## config.mk

```make
export PLATFORM = sky130hd
export DESIGN_NAME = pursuit_neighbor_angle_select
export DESIGN_NICKNAME = d
export VERILOG_FILES = /design/src/rtl/core/pnas_pkg.sv /design/src/rtl/core/pnas_ctrl.sv /design/src/rtl/core/pnas_dp.sv /design/src/rtl/core/pursuit_neighbor_angle_select.sv
export SDC_FILE = /design/constraint.sdc
export NUM_CORES = 1
export LEC_CHECK = 0
export BUFFER_PORTS_ARGS = -buffer_cell sky130_fd_sc_hd__buf_4
export CORE_MARGIN = 2
export CORE_UTILIZATION = 33
export DETAILED_ROUTE_END_ITERATION = 8
export SETUP_SLACK_MARGIN = 0.15
export SLEW_MARGIN = 20
export SYNTH_ARGS = -nofsm -noshare
export SYNTH_HDL_FRONTEND = slang
export SYNTH_SLANG_ARGS = --single-unit
```

## constraint.sdc

```tcl
create_clock -name clk -period 15.15 [get_ports clk]
set_input_delay 0.7575 -clock clk [delete_from_list [all_inputs] [get_ports clk]]
set_output_delay 0.7575 -clock clk [all_outputs]
set_load 0.01 [all_outputs]
```

## src/rtl/core/pnas_pkg.sv

```systemverilog
// ----------------------------------------------------------------------------
// pnas_pkg
// Shared widths, the arctangent table and the controller command bundle
// for the pursuit neighbour angle selector.
// ----------------------------------------------------------------------------
package pnas_pkg;

	localparam int CFG_W        = 16;
	localparam int POS_W        = 16;
	localparam int DIFF_W       = POS_W + 1;
	localparam int PRESCALE_SH  = 14;
	localparam int XY_W         = 35;
	localparam int Z_W          = 32;
	localparam int CORDIC_STEPS = 24;
	localparam int STEP_BITS    = $clog2(CORDIC_STEPS);
	localparam int IDX_BITS     = 1;

	localparam logic [IDX_BITS-1:0] REG_CENTER_X = 1'b0;
	localparam logic [IDX_BITS-1:0] REG_CENTER_Y = 1'b1;

	localparam logic signed [CFG_W-1:0] CENTER_X_RST = 16'sd350;
	localparam logic signed [CFG_W-1:0] CENTER_Y_RST = 16'sd250;

	localparam logic [Z_W-1:0] HALF_CIRCLE = 32'h8000_0000;

	localparam logic [Z_W-1:0] ATAN_TAB [CORDIC_STEPS] = '{
		32'h20000000, 32'h12E4051E, 32'h09FB385B, 32'h051111D4, 32'h028B0D43,
		32'h0145D7E1, 32'h00A2F61E, 32'h00517C55, 32'h0028BE53, 32'h00145F2F,
		32'h000A2F98, 32'h000517CC, 32'h00028BE6, 32'h000145F3, 32'h0000A2FA,
		32'h0000517D, 32'h000028BE, 32'h0000145F, 32'h00000A30, 32'h00000518,
		32'h0000028C, 32'h00000146, 32'h000000A3, 32'h00000051
	};

	typedef struct packed {
		logic                 capture;
		logic                 init;
		logic                 step;
		logic [STEP_BITS-1:0] step_idx;
		logic                 round;
		logic                 commit;
	} pnas_cmd_t;

endpackage

```

## src/rtl/core/pnas_ctrl.sv

```systemverilog
// ----------------------------------------------------------------------------
// pnas_ctrl
// Sequencer: accepts an item, runs the rotation steps, rounds the angle and
// commits the result into the output register once it is free.
// ----------------------------------------------------------------------------
module pnas_ctrl (
	input  logic                clk,
	input  logic                arst_n,
	input  logic                in_valid,
	output logic                in_stall,
	output logic                out_valid,
	input  logic                out_stall,
	output pnas_pkg::pnas_cmd_t cmd
);
	import pnas_pkg::*;

	typedef enum logic [4:0] {
		ST_IDLE  = 5'b00001,
		ST_INIT  = 5'b00010,
		ST_ROT   = 5'b00100,
		ST_ROUND = 5'b01000,
		ST_DONE  = 5'b10000
	} state_t;

	localparam logic [STEP_BITS-1:0] LAST_STEP = STEP_BITS'(CORDIC_STEPS - 1);

	state_t               state_q, state_d;
	logic [STEP_BITS-1:0] cnt_q;
	logic                 out_valid_q;

	always_comb begin
		state_d      = state_q;
		cmd          = '0;
		cmd.step_idx = cnt_q;
		unique case (state_q)
			ST_IDLE: begin
				if (in_valid) begin
					cmd.capture = 1'b1;
					state_d     = ST_INIT;
				end
			end
			ST_INIT: begin
				cmd.init = 1'b1;
				state_d  = ST_ROT;
			end
			ST_ROT: begin
				cmd.step = 1'b1;
				if (cnt_q == LAST_STEP) begin
					state_d = ST_ROUND;
				end
			end
			ST_ROUND: begin
				cmd.round = 1'b1;
				state_d   = ST_DONE;
			end
			ST_DONE: begin
				if (!out_valid_q || !out_stall) begin
					cmd.commit = 1'b1;
					state_d    = ST_IDLE;
				end
			end
			default: begin
				state_d = ST_IDLE;
			end
		endcase
	end

	always_ff @(posedge clk or negedge arst_n) begin
		if (!arst_n) begin
			state_q     <= ST_IDLE;
			cnt_q       <= '0;
			out_valid_q <= 1'b0;
		end else begin
			state_q <= state_d;
			if (cmd.init) begin
				cnt_q <= '0;
			end else if (cmd.step) begin
				cnt_q <= cnt_q + 1'b1;
			end
			if (cmd.commit) begin
				out_valid_q <= 1'b1;
			end else if (!out_stall) begin
				out_valid_q <= 1'b0;
			end
		end
	end

	assign in_stall  = (state_q != ST_IDLE);
	assign out_valid = out_valid_q;

endmodule

```

## src/rtl/core/pnas_dp.sv

```systemverilog
// ----------------------------------------------------------------------------
// pnas_dp
// Datapath: centre registers, offset and prescale, shared vectoring rotator,
// angle rounding and the own/neighbour tracking state.
// ----------------------------------------------------------------------------
module pnas_dp #(
	parameter int ANGLE_BITS = 16,
	parameter int ID_BITS    = 8
) (
	input  logic                                clk,
	input  logic                                arst_n,
	input  pnas_pkg::pnas_cmd_t                 cmd,
	input  logic                                wr_en,
	input  logic [pnas_pkg::IDX_BITS-1:0]       wr_index,
	input  logic [pnas_pkg::CFG_W-1:0]          wr_data,
	input  logic                                req_type,
	input  logic [ID_BITS-1:0]                  robot_id,
	input  logic signed [pnas_pkg::POS_W-1:0]   pos_x,
	input  logic signed [pnas_pkg::POS_W-1:0]   pos_y,
	output logic [ANGLE_BITS-1:0]               gap_angle,
	output logic [ID_BITS-1:0]                  neighbor_id,
	output logic                                neighbor_valid
);
	import pnas_pkg::*;

	localparam int RND_SH = Z_W - ANGLE_BITS;
	localparam longint unsigned FULL_CIRCLE = 64'd1 << ANGLE_BITS;
	localparam longint unsigned ONE_RAD  = (FULL_CIRCLE * 64'd2000000 + 64'd6283185) / 64'd12566370;
	localparam longint unsigned FOUR_RAD = (FULL_CIRCLE * 64'd8000000 + 64'd6283185) / 64'd12566370;
	localparam logic [ANGLE_BITS-1:0] ONE_RAD_RST  = ANGLE_BITS'(ONE_RAD);
	localparam logic [ANGLE_BITS-1:0] FOUR_RAD_RST = ANGLE_BITS'(FOUR_RAD);

	logic signed [CFG_W-1:0]  center_x_q, center_y_q;
	logic                     type_q;
	logic [ID_BITS-1:0]       id_q;
	logic signed [DIFF_W-1:0] dx_q, dy_q;
	logic signed [XY_W-1:0]   x_q, y_q;
	logic [Z_W-1:0]           z_q;
	logic                     zero_q;
	logic [ANGLE_BITS-1:0]    ang_q;

	logic [ID_BITS-1:0]       self_id_q;
	logic                     self_known_q;
	logic [ANGLE_BITS-1:0]    self_angle_q;
	logic [ID_BITS-1:0]       trk_id_q;
	logic                     trk_valid_q;
	logic [ANGLE_BITS-1:0]    trk_gap_q;

	logic signed [XY_W-1:0]   dx_ext, dy_ext, x_init, y_init, x_sh, y_sh;
	logic                     neg, y_pos;
	logic [ANGLE_BITS-1:0]    ang_rnd, gap;
	logic                     is_self, take_any, take_less;

	always_comb begin
		neg    = dx_q[DIFF_W-1];
		dx_ext = XY_W'(dx_q) <<< PRESCALE_SH;
		dy_ext = XY_W'(dy_q) <<< PRESCALE_SH;
		x_init = neg ? -dx_ext : dx_ext;
		y_init = neg ? -dy_ext : dy_ext;
		x_sh   = x_q >>> cmd.step_idx;
		y_sh   = y_q >>> cmd.step_idx;
		y_pos  = !y_q[XY_W-1] && (y_q != '0);
	end

	generate
		if (RND_SH > 0) begin : g_round
			logic [Z_W-1:0] z_rnd;
			assign z_rnd   = z_q + (Z_W'(1) << (RND_SH - 1));
			assign ang_rnd = ANGLE_BITS'(z_rnd >> RND_SH);
		end else begin : g_exact
			assign ang_rnd = ANGLE_BITS'(z_q);
		end
	endgenerate

	always_comb begin
		gap       = ang_q - self_angle_q;
		is_self   = self_known_q && (id_q == self_id_q);
		take_any  = !trk_valid_q || (trk_id_q == id_q);
		take_less = gap < trk_gap_q;
	end

	always_ff @(posedge clk) begin
		if (cmd.capture) begin
			type_q <= req_type;
			id_q   <= robot_id;
			dx_q   <= DIFF_W'(pos_x) - DIFF_W'(center_x_q);
			dy_q   <= DIFF_W'(pos_y) - DIFF_W'(center_y_q);
		end
		if (cmd.init) begin
			x_q    <= x_init;
			y_q    <= y_init;
			z_q    <= neg ? HALF_CIRCLE : '0;
			zero_q <= (dx_q == '0) && (dy_q == '0);
		end else if (cmd.step) begin
			if (y_pos) begin
				x_q <= x_q + y_sh;
				y_q <= y_q - x_sh;
				z_q <= z_q + ATAN_TAB[cmd.step_idx];
			end else begin
				x_q <= x_q - y_sh;
				y_q <= y_q + x_sh;
				z_q <= z_q - ATAN_TAB[cmd.step_idx];
			end
		end
		if (cmd.round) begin
			ang_q <= zero_q ? '0 : ang_rnd;
		end
	end

	always_ff @(posedge clk or negedge arst_n) begin
		if (!arst_n) begin
			center_x_q   <= CENTER_X_RST;
			center_y_q   <= CENTER_Y_RST;
			self_id_q    <= '0;
			self_known_q <= 1'b0;
			self_angle_q <= ONE_RAD_RST;
			trk_id_q     <= '0;
			trk_valid_q  <= 1'b0;
			trk_gap_q    <= FOUR_RAD_RST;
		end else begin
			if (wr_en) begin
				unique case (wr_index)
					REG_CENTER_X: center_x_q <= wr_data;
					REG_CENTER_Y: center_y_q <= wr_data;
					default: ;
				endcase
			end
			if (cmd.commit) begin
				if (!type_q) begin
					self_id_q    <= id_q;
					self_known_q <= 1'b1;
					self_angle_q <= ang_q;
				end else if (!is_self) begin
					if (take_any) begin
						trk_valid_q <= 1'b1;
						trk_id_q    <= id_q;
						trk_gap_q   <= gap;
					end else if (take_less) begin
						trk_id_q  <= id_q;
						trk_gap_q <= gap;
					end
				end
			end
		end
	end

	assign gap_angle      = trk_gap_q;
	assign neighbor_id    = trk_id_q;
	assign neighbor_valid = trk_valid_q;

endmodule

```

## src/rtl/core/pursuit_neighbor_angle_select.sv

```systemverilog
// ----------------------------------------------------------------------------
// pursuit_neighbor_angle_select
// Turns pose reports into full-circle angles about a configurable centre and
// tracks the nearest neighbour ahead of the own robot.
// ----------------------------------------------------------------------------
// Each accepted item yields exactly one result: the tracked gap, neighbour id
// and valid flag after the report is applied. An item occupies the block from
// acceptance through capture, prescale, the 24-step vectoring rotator (one
// step per cycle), rounding and commit; only then is the next item accepted.
// The result sits in an output register, so a new item is accepted while an
// earlier result still waits to be taken. Angles use 2^ANGLE_BITS for the
// full circle; a position at the centre gives angle zero. Centre registers
// must be written only while the block is idle, which it does not enforce.
// ----------------------------------------------------------------------------
module pursuit_neighbor_angle_select #(
	parameter int ANGLE_BITS = 16,
	parameter int ID_BITS    = 8
) (
	input  logic                              clk,
	input  logic                              arst_n,
	input  logic                              wr_en,
	input  logic [pnas_pkg::IDX_BITS-1:0]     wr_index,
	input  logic [pnas_pkg::CFG_W-1:0]        wr_data,
	input  logic                              in_valid,
	output logic                              in_stall,
	input  logic                              req_type,
	input  logic [ID_BITS-1:0]                robot_id,
	input  logic signed [pnas_pkg::POS_W-1:0] pos_x,
	input  logic signed [pnas_pkg::POS_W-1:0] pos_y,
	output logic                              out_valid,
	input  logic                              out_stall,
	output logic [ANGLE_BITS-1:0]             gap_angle,
	output logic [ID_BITS-1:0]                neighbor_id,
	output logic                              neighbor_valid
);
	import pnas_pkg::*;

	pnas_cmd_t cmd;

	pnas_ctrl u_ctrl (
		.clk       (clk),
		.arst_n    (arst_n),
		.in_valid  (in_valid),
		.in_stall  (in_stall),
		.out_valid (out_valid),
		.out_stall (out_stall),
		.cmd       (cmd)
	);

	pnas_dp #(
		.ANGLE_BITS (ANGLE_BITS),
		.ID_BITS    (ID_BITS)
	) u_dp (
		.clk            (clk),
		.arst_n         (arst_n),
		.cmd            (cmd),
		.wr_en          (wr_en),
		.wr_index       (wr_index),
		.wr_data        (wr_data),
		.req_type       (req_type),
		.robot_id       (robot_id),
		.pos_x          (pos_x),
		.pos_y          (pos_y),
		.gap_angle      (gap_angle),
		.neighbor_id    (neighbor_id),
		.neighbor_valid (neighbor_valid)
	);

endmodule

```

==> results of run 1 <==
-- metal layers --
| metal | vias up | track usage, % | share of wire, % |
|---|---|---|---|
| met1 | 10100 | 24.6 | 44 |
| met4 | 0 | 7.38 | 4.3 |
| li1 | 10200 | - | - |
| met5 | - | 0 | 0 |
| met2 | 860 | 29.3 | 44 |
| met3 | 188 | 3.35 | 7.3 |
-- stage by stage --
step                      setup slack, ns  util (%)  area (µm²)  instances
final                                7.60      36.6       27600       3776
after global routing                 6.77      36.6       27600       3776
after CTS                            7.68      36.6       27600       3776
after detailed placement             7.74      35.2       26600       3718
after global placement               7.80      35.2       26600       3718
after floorplan                      9.10         -       25100       2760
-- critical path, stage by stage (launching register included) --
cell,delay [ns]
dfrtp_4,0.92
clkinv_1,0.77
ha_1,0.69
o21ai_0,0.13
a21oi_1,0.20
o21bai_1,0.21
nand2_1,0.14
nor4_1,0.27
and2_1,0.21
nand2_1,0.07
o31ai_2,0.86
xnor2_1,0.18
ha_1,0.39
a21o_1,0.20
a21o_1,0.17
a21oi_1,0.17
o21ai_0,0.13
a31oi_1,0.17
o31ai_1,0.15
a2111oi_0,0.71
o31ai_1,0.23
a21oi_1,0.22
mux2i_1,0.20
-- state kept, by name, indices dropped and copies added (netlist names) --
signal,count
u_ctrl.cnt_q,5
u_ctrl.out_valid,1
u_ctrl.state_q,5
u_dp.ang_q,16
u_dp.center_x_q,16
u_dp.center_y_q,16
u_dp.dx_q,17
u_dp.dy_q,17
u_dp.gap_angle,16
u_dp.id_q,8
u_dp.neighbor_id,8
u_dp.neighbor_valid,1
u_dp.self_angle_q,16
u_dp.self_id_q,8
u_dp.self_known_q,1
u_dp.type_q,1
u_dp.x_q,35
u_dp.y_q,35
u_dp.z_q,32
u_dp.zero_q,1
-- cell usage after synthesis, drive strengths merged, types with 7 or more instances --
| master | number | area share, % |
|---|---|---|
| nor3b | 13 | 0.39 |
| a21o | 61 | 1.8 |
| nor3 | 47 | 0.94 |
| xor2 | 100 | 3.5 |
| a221o | 10 | 0.40 |
| a211oi | 20 | 0.64 |
| dfrtp | 63 | 6.3 |
| nand4 | 18 | 0.45 |
| o31ai | 24 | 0.77 |
| mux2 | 91 | 4.1 |
| nand3 | 53 | 1.1 |
| edfxtp | 162 | 19 |
| mux4 | 70 | 6.4 |
| buf | 64 | 1.6 |
| and2 | 30 | 0.75 |
| or2 | 16 | 0.40 |
| a211o | 12 | 0.42 |
| nand2 | 227 | 3.4 |
| a221oi | 15 | 0.55 |
| nor2b | 35 | 0.87 |
| and3 | 29 | 0.73 |
| xnor2 | 165 | 5.8 |
| a21oi | 206 | 4.1 |
| clkbuf | 70 | 1.0 |
| nand2b | 35 | 0.87 |
| a22oi | 9 | 0.27 |
| a31o | 9 | 0.31 |
| o221ai | 7 | 0.24 |
| nand3b | 11 | 0.38 |
| a21boi | 10 | 0.30 |
| o21a | 16 | 0.48 |
| dfstp | 30 | 3.1 |
| nor4 | 17 | 0.42 |
| nor2 | 245 | 3.7 |
| o21bai | 21 | 0.63 |
| a31oi | 27 | 0.67 |
| mux2i | 69 | 2.8 |
| o211ai | 21 | 0.63 |
| o21ai | 166 | 3.3 |
| or3 | 24 | 0.64 |
| inv | 144 | 2.2 |
| ha | 176 | 8.8 |
| o22ai | 12 | 0.30 |
-- layout by cell type (no fill, tap or decap), types with 27 or more instances in the layout --
cell type	Yosys	layout
nor2b_1	35	33
mux4_2	59	59
edfxtp_1	162	162
nor3_1	47	47
a31oi_1	27	27
xor2_1	100	100
dfrtp_1	63	58
nand2_1	227	226
a21o_1	61	61
and2_1	28	28
a21oi_1	206	206
ha_1	176	176
nor2_1	244	242
nand3_1	53	53
buf_4	8	114
nand2b_1	35	35
and3_1	28	28
xnor2_1	165	165
inv_1	144	144
o21ai_0	165	164
clkbuf_16	0	36
mux2_2	84	84
mux2i_1	69	69
dfstp_2	30	30
-- path summary, 6_finish.rpt --
check,endpoint,cells past startpoint,from
setup / recovery,u_dp.z_q[31],22,u_ctrl.cnt_q[0]
setup reg to reg,u_dp.z_q[31],22,u_ctrl.cnt_q[0]
hold / removal,u_dp.center_x_q[11],1,arst_n
hold reg to reg,u_dp.self_known_q,1,u_dp.self_known_q
max in group asynchronous,u_ctrl.cnt_q[0],2,arst_n
min in group clk,u_dp.id_q[7],1,robot_id[7]
-- layout make-up --
cell class                      count  area (µm²)
Clock buffer                       45         955
Clock inverter                     13         125
Fill cell                        7713       47900
Inverter                          146         549
Multi-Input combinational cell   2225       16700
Sequential cell                   255        7240
Tap cell                          978        1220
Timing Repair Buffer              114         856
-- logic make-up (layout without fill, tap and decap cells) --
group	after synthesis	after routing	share of synthesized area, %
DFF	255	255	28.8
xor gates and xnor gates	266	266	9.34
buffers and inverters	280	318	4.80
and+or+nand+nor	829	829	16.0
muxes	230	230	13.3
adders and majority gates	182	182	9.25
AOI/OAI and AO/OA	718	718	18.5
==> run_results.csv, run 1 <==
group,metric,value,unit
synth,synth.distinct_cells,101,
grt,grt_max_degree,69,
cts,cts_setup_buffers,0,
synth,synth-edff-count,162,
timing,tightest_slew,1.19,ns
route,vias,21400,
timing,skew,0.0229,ns
cts,cts_hold_buf,0,
route,antenna_left,0,
cts,root_buffer,"clkbuf_16",
grt,grt_usage,18.4,%
timing,setup_tns,0,ns
synth,ys_seq_area_share,28.8,%
cells_and_area,fin_nets,3018,
floorplanning,ioPinCount,90,
route,avgViaCountPerCell,5.67,
place,io_buffers,89,
route,drt_pass1_iterations,6,
setup_path,startpoint_type,"flop",
synth,async_reset_ff_share,36.5,%
min_path,hp-class,"in -> async",
timing,finalHoldViolCount,0,
timing,hold_ws,0.105,ns
floorplanning,row_count,101,
route,routedWlPerCell,19.4,µm
cts,insertion_delay,0.62,ns
synth,syn_nets,3005,
timing,rsz0062_at_grt,"no",
cells_and_area,drive_gt1_share,14.0,%
setup_path,crit_fanout,50,
grt,grt_first_pass_wirelength,116000,µm
timing,setup_viol,0,
route,drt_iter0_markers,2019,
timing,slew_violations,0,
setup_path,path_class,"reg -> reg",
cts,path_clk_slew,0.06,ns
cts,numCtsBuffers,31,
cts,cts_resized,0,
timing,fin_crit_sh,49.8,%
grt,overflow,0,
setup_path,cp.required,15.61,ns
timing,clock.fmax,132,MHz
synth,yosysWarnings,0,
floorplanning,dieArea,78300,µm²
cts,htree_levels,1,
timing,period_minus_slack,7.55,ns
run,cap_violations,0,
cts,clkSinkCount,255,
grt,grt_pass1_vias,20500,
setup_path,crit_arrival,8.01,ns
route,drc_errors,0,
cts,clk_path_buf_depth,3,
place,place_congestion,1.01,
synth,synth_cells,2760,
synth,synth_seq_cells,255,
place,hpwl,54900,µm
floorplanning,die_y,280,µm
floorplanning,die_x,280,µm
setup_path,worst-r2r-setup-slack,7.60,ns
cells_and_area,areaGrowthSynthToFinish,10.2,%
timing,max_slew_margin,20.4,%
setup_path,crit_path_end_kind,"flop",
cells_and_area,antenna_cells,0,
synth,synth_ff_type,"edfxtp_1",
cts,cts_tree,"done",
run_status,status,"finished clean",
floorplanning,core,75600,µm²
synth,syn-cell-area,25100,µm²
grt,antenna_found_initial,1,
floorplanning,initial_utilization,33.2,%
route,finalWirelength,73300,µm
synth,synth_area_per_cell,9.09,µm²
Power of run 1 is not shown: default switching activity piles up to over one toggle a cycle in this logic, so the estimate is an artifact.
==> run 2, diff against run 1 <==
==> constraint.sdc (replaced) <==
create_clock -name clk -period 6.53 [get_ports clk]
set_input_delay 0.3265 -clock clk [delete_from_list [all_inputs] [get_ports clk]]
set_output_delay 0.3265 -clock clk [all_outputs]
set_load 0.01 [all_outputs]
==> run_results.csv, run 2 (synthesis gave the netlist of run 1 again) <==
group,metric,value,unit
run_status,status,"finished clean",
cts,cts_tree,"done",
setup_path,critical-path-slowest-cell,"or4b_2",
grt,antenna_found_initial,0,
timing,setup_viol,0,
timing,tightest_slew,0.978,ns
cts,path_clk_slew,0.07,ns
setup_path,crit_arrival,6.57,ns
setup_path,crit_path_end_kind,"flop",
route,avgViaCountPerCell,5.61,
setup_path,startpoint_type,"flop",
timing,rsz0062_at_grt,"yes",
cts,htree_levels,1,
place,place_congestion,0.982,
route,antenna_left,0,
cts,clk_path_buf_depth,3,
setup_path,crit_fanout,12,
grt,grt_max_degree,67,
grt,grt_pass1_vias,20900,
route,vias,21800,
setup_path,path_class,"reg -> reg",
place,place_area,27200,µm²
run,cap_violations,0,
grt,grt_first_pass_wirelength,119000,µm
timing,fin_crit_sh,93.3,%
cts,root_buffer,"clkbuf_16",
cells_and_area,mostFrequentLayoutCell,"nor2_1",
cells_and_area,areaGrowthSynthToFinish,14.5,%
setup_path,cp_num_buf_inv,4,
min_path,hp-class,"in -> reg",
floorplanning,die_y,280,µm
cts,numCtsBuffers,31,
route,routedWlPerCell,19.7,µm
timing,hold_ws,0.160,ns
setup_path,worstPathCellList,"buf_12, buf_4, buf_4, mux2_1, a222oi_1, buf_4, o221ai_1, or3_1, or3_4, nand2b_1, o31ai_1, xor2_1, ha_1, nand3_1, nor3b_1, a211o_1, a22o_1, nor2_1, a31oi_1, a21oi_2, o21bai_1, or4b_2, nand3_1",
cells_and_area,fin_nets,3135,
floorplanning,row_count,101,
timing,finalHoldViolCount,0,
timing,clock.fmax,164,MHz
timing,skew,0.0131,ns
floorplanning,die_x,280,µm
cts,insertion_delay,0.61,ns
setup_path,crit_family,"simple AND/OR/NAND/NOR gates",
route,finalWirelength,76700,µm
route,drt_pass1_iterations,6,
floorplanning,dieArea,78300,µm²
timing,max_slew_margin,34.5,%
place,io_buffers,89,
timing,period_minus_slack,6.09,ns
route,drt_iter0_markers,2127,
place,hpwl,58300,µm
grt,grt_usage,19.0,%
grt,overflow,0,
cells_and_area,layout_common_cells,"nor2_1 (241), nand2_1 (226), a21oi_1 (203), buf_4 (193), ha_1 (176)",
timing,slew_violations,0,
setup_path,cpMostUsedCell,"buf_4",
floorplanning,ioPinCount,90,
cells_and_area,drive_gt1_share,16.9,%
cells_and_area,antenna_cells,0,
route,drc_errors,0,
setup_path,cp.required,7.01,ns
setup_path,critPathMaxStageDelay,0.61,ns
cells_and_area,fin_area,28700,µm²
cells_and_area,largest_registers,"u_dp.x_q (35), u_dp.y_q (35), u_dp.z_q (32)",
cts,clkSinkCount,255,
floorplanning,core,75600,µm²
floorplanning,initial_utilization,33.2,%
timing,setup_tns,0,ns
[run 2: cell count changes in the layout (fill, tap and decap cells not counted), sizes merged]
cell / change
buf: +89
dlygate4sd3: +28
inv: -4
clkbuf: +3
clkinv: +2
bufinv: -1
[run 2: layer usage]
metal	global-route usage (%)	wire [µm]	vias to the layer above
li1	-	-	10400
met1	26.3	34500	10500
met2	30.7	34800	774
met3	2.51	4790	154
met4	5.94	2590	0
met5	0	0	-
[run 2: repair_timing]
item | 4_1_cts | 5_1_grt
buffers inserted | 1 | 11
gates cloned | 0 | 0
resized for setup | 0 | 20
setup endpoints to repair | 2 | 22
hold buffers | 28 | 0
pin swaps | 0 | 1
endpoints found under the hold margin | 64 | 0
[run 2: area by class of cell]
| cell class | count | area, µm² |
|---|---|---|
| clock inverter | 10 | 67.6 |
| tap | 978 | 1220 |
| fill | 7622 | 46800 |
| sequential | 255 | 7240 |
| timing repair buffer | 231 | 1930 |
| multi-input combinational | 2225 | 16800 |
| clock buffer | 48 | 932 |
| inverter | 146 | 553 |
[run 2: stage by stage]
stage                     utilization (%)  std cells  setup WS (ns)
after floorplan                         -       2760          0.475
final                                38.0       3893          0.439
after global routing                 38.0       3893          0.116
after detailed placement             36.0       3795          0.161
after CTS                            37.8       3882          0.195
after global placement               36.0       3795          0.284
[run 2: path summary, 6_finish.rpt]
kind	startpoint	to	depth (start not counted)	slack, ns
setup / recovery	u_ctrl.cnt_q[0]	u_dp.x_q[30]	23	0.44
hold / removal	wr_index	u_dp.center_x_q[4]	4	0.16
setup reg to reg	u_ctrl.cnt_q[0]	u_dp.x_q[30]	23	0.44
hold reg to reg	u_dp.self_known_q	u_dp.self_known_q	1	0.48
max in group asynchronous	arst_n	u_ctrl.cnt_q[1]	3	5.09
min in group asynchronous	arst_n	u_dp.center_x_q[12]	2	0.21
[run 2: worst reg2reg max path: cells and delay by family (launching register included)]
kind                     cells  cell delay (ns)
buffers and inverters        4             0.71
AND/OR/NAND/NOR              8             2.04
multiplexers                 1             0.33
adder cells (fa/ha/maj)      1             0.29
XOR/XNOR                     1             0.18
AO/OA/AOI/OAI                8             1.90
flip-flops                   1             0.51
Power of run 2 is left out for the same reason.
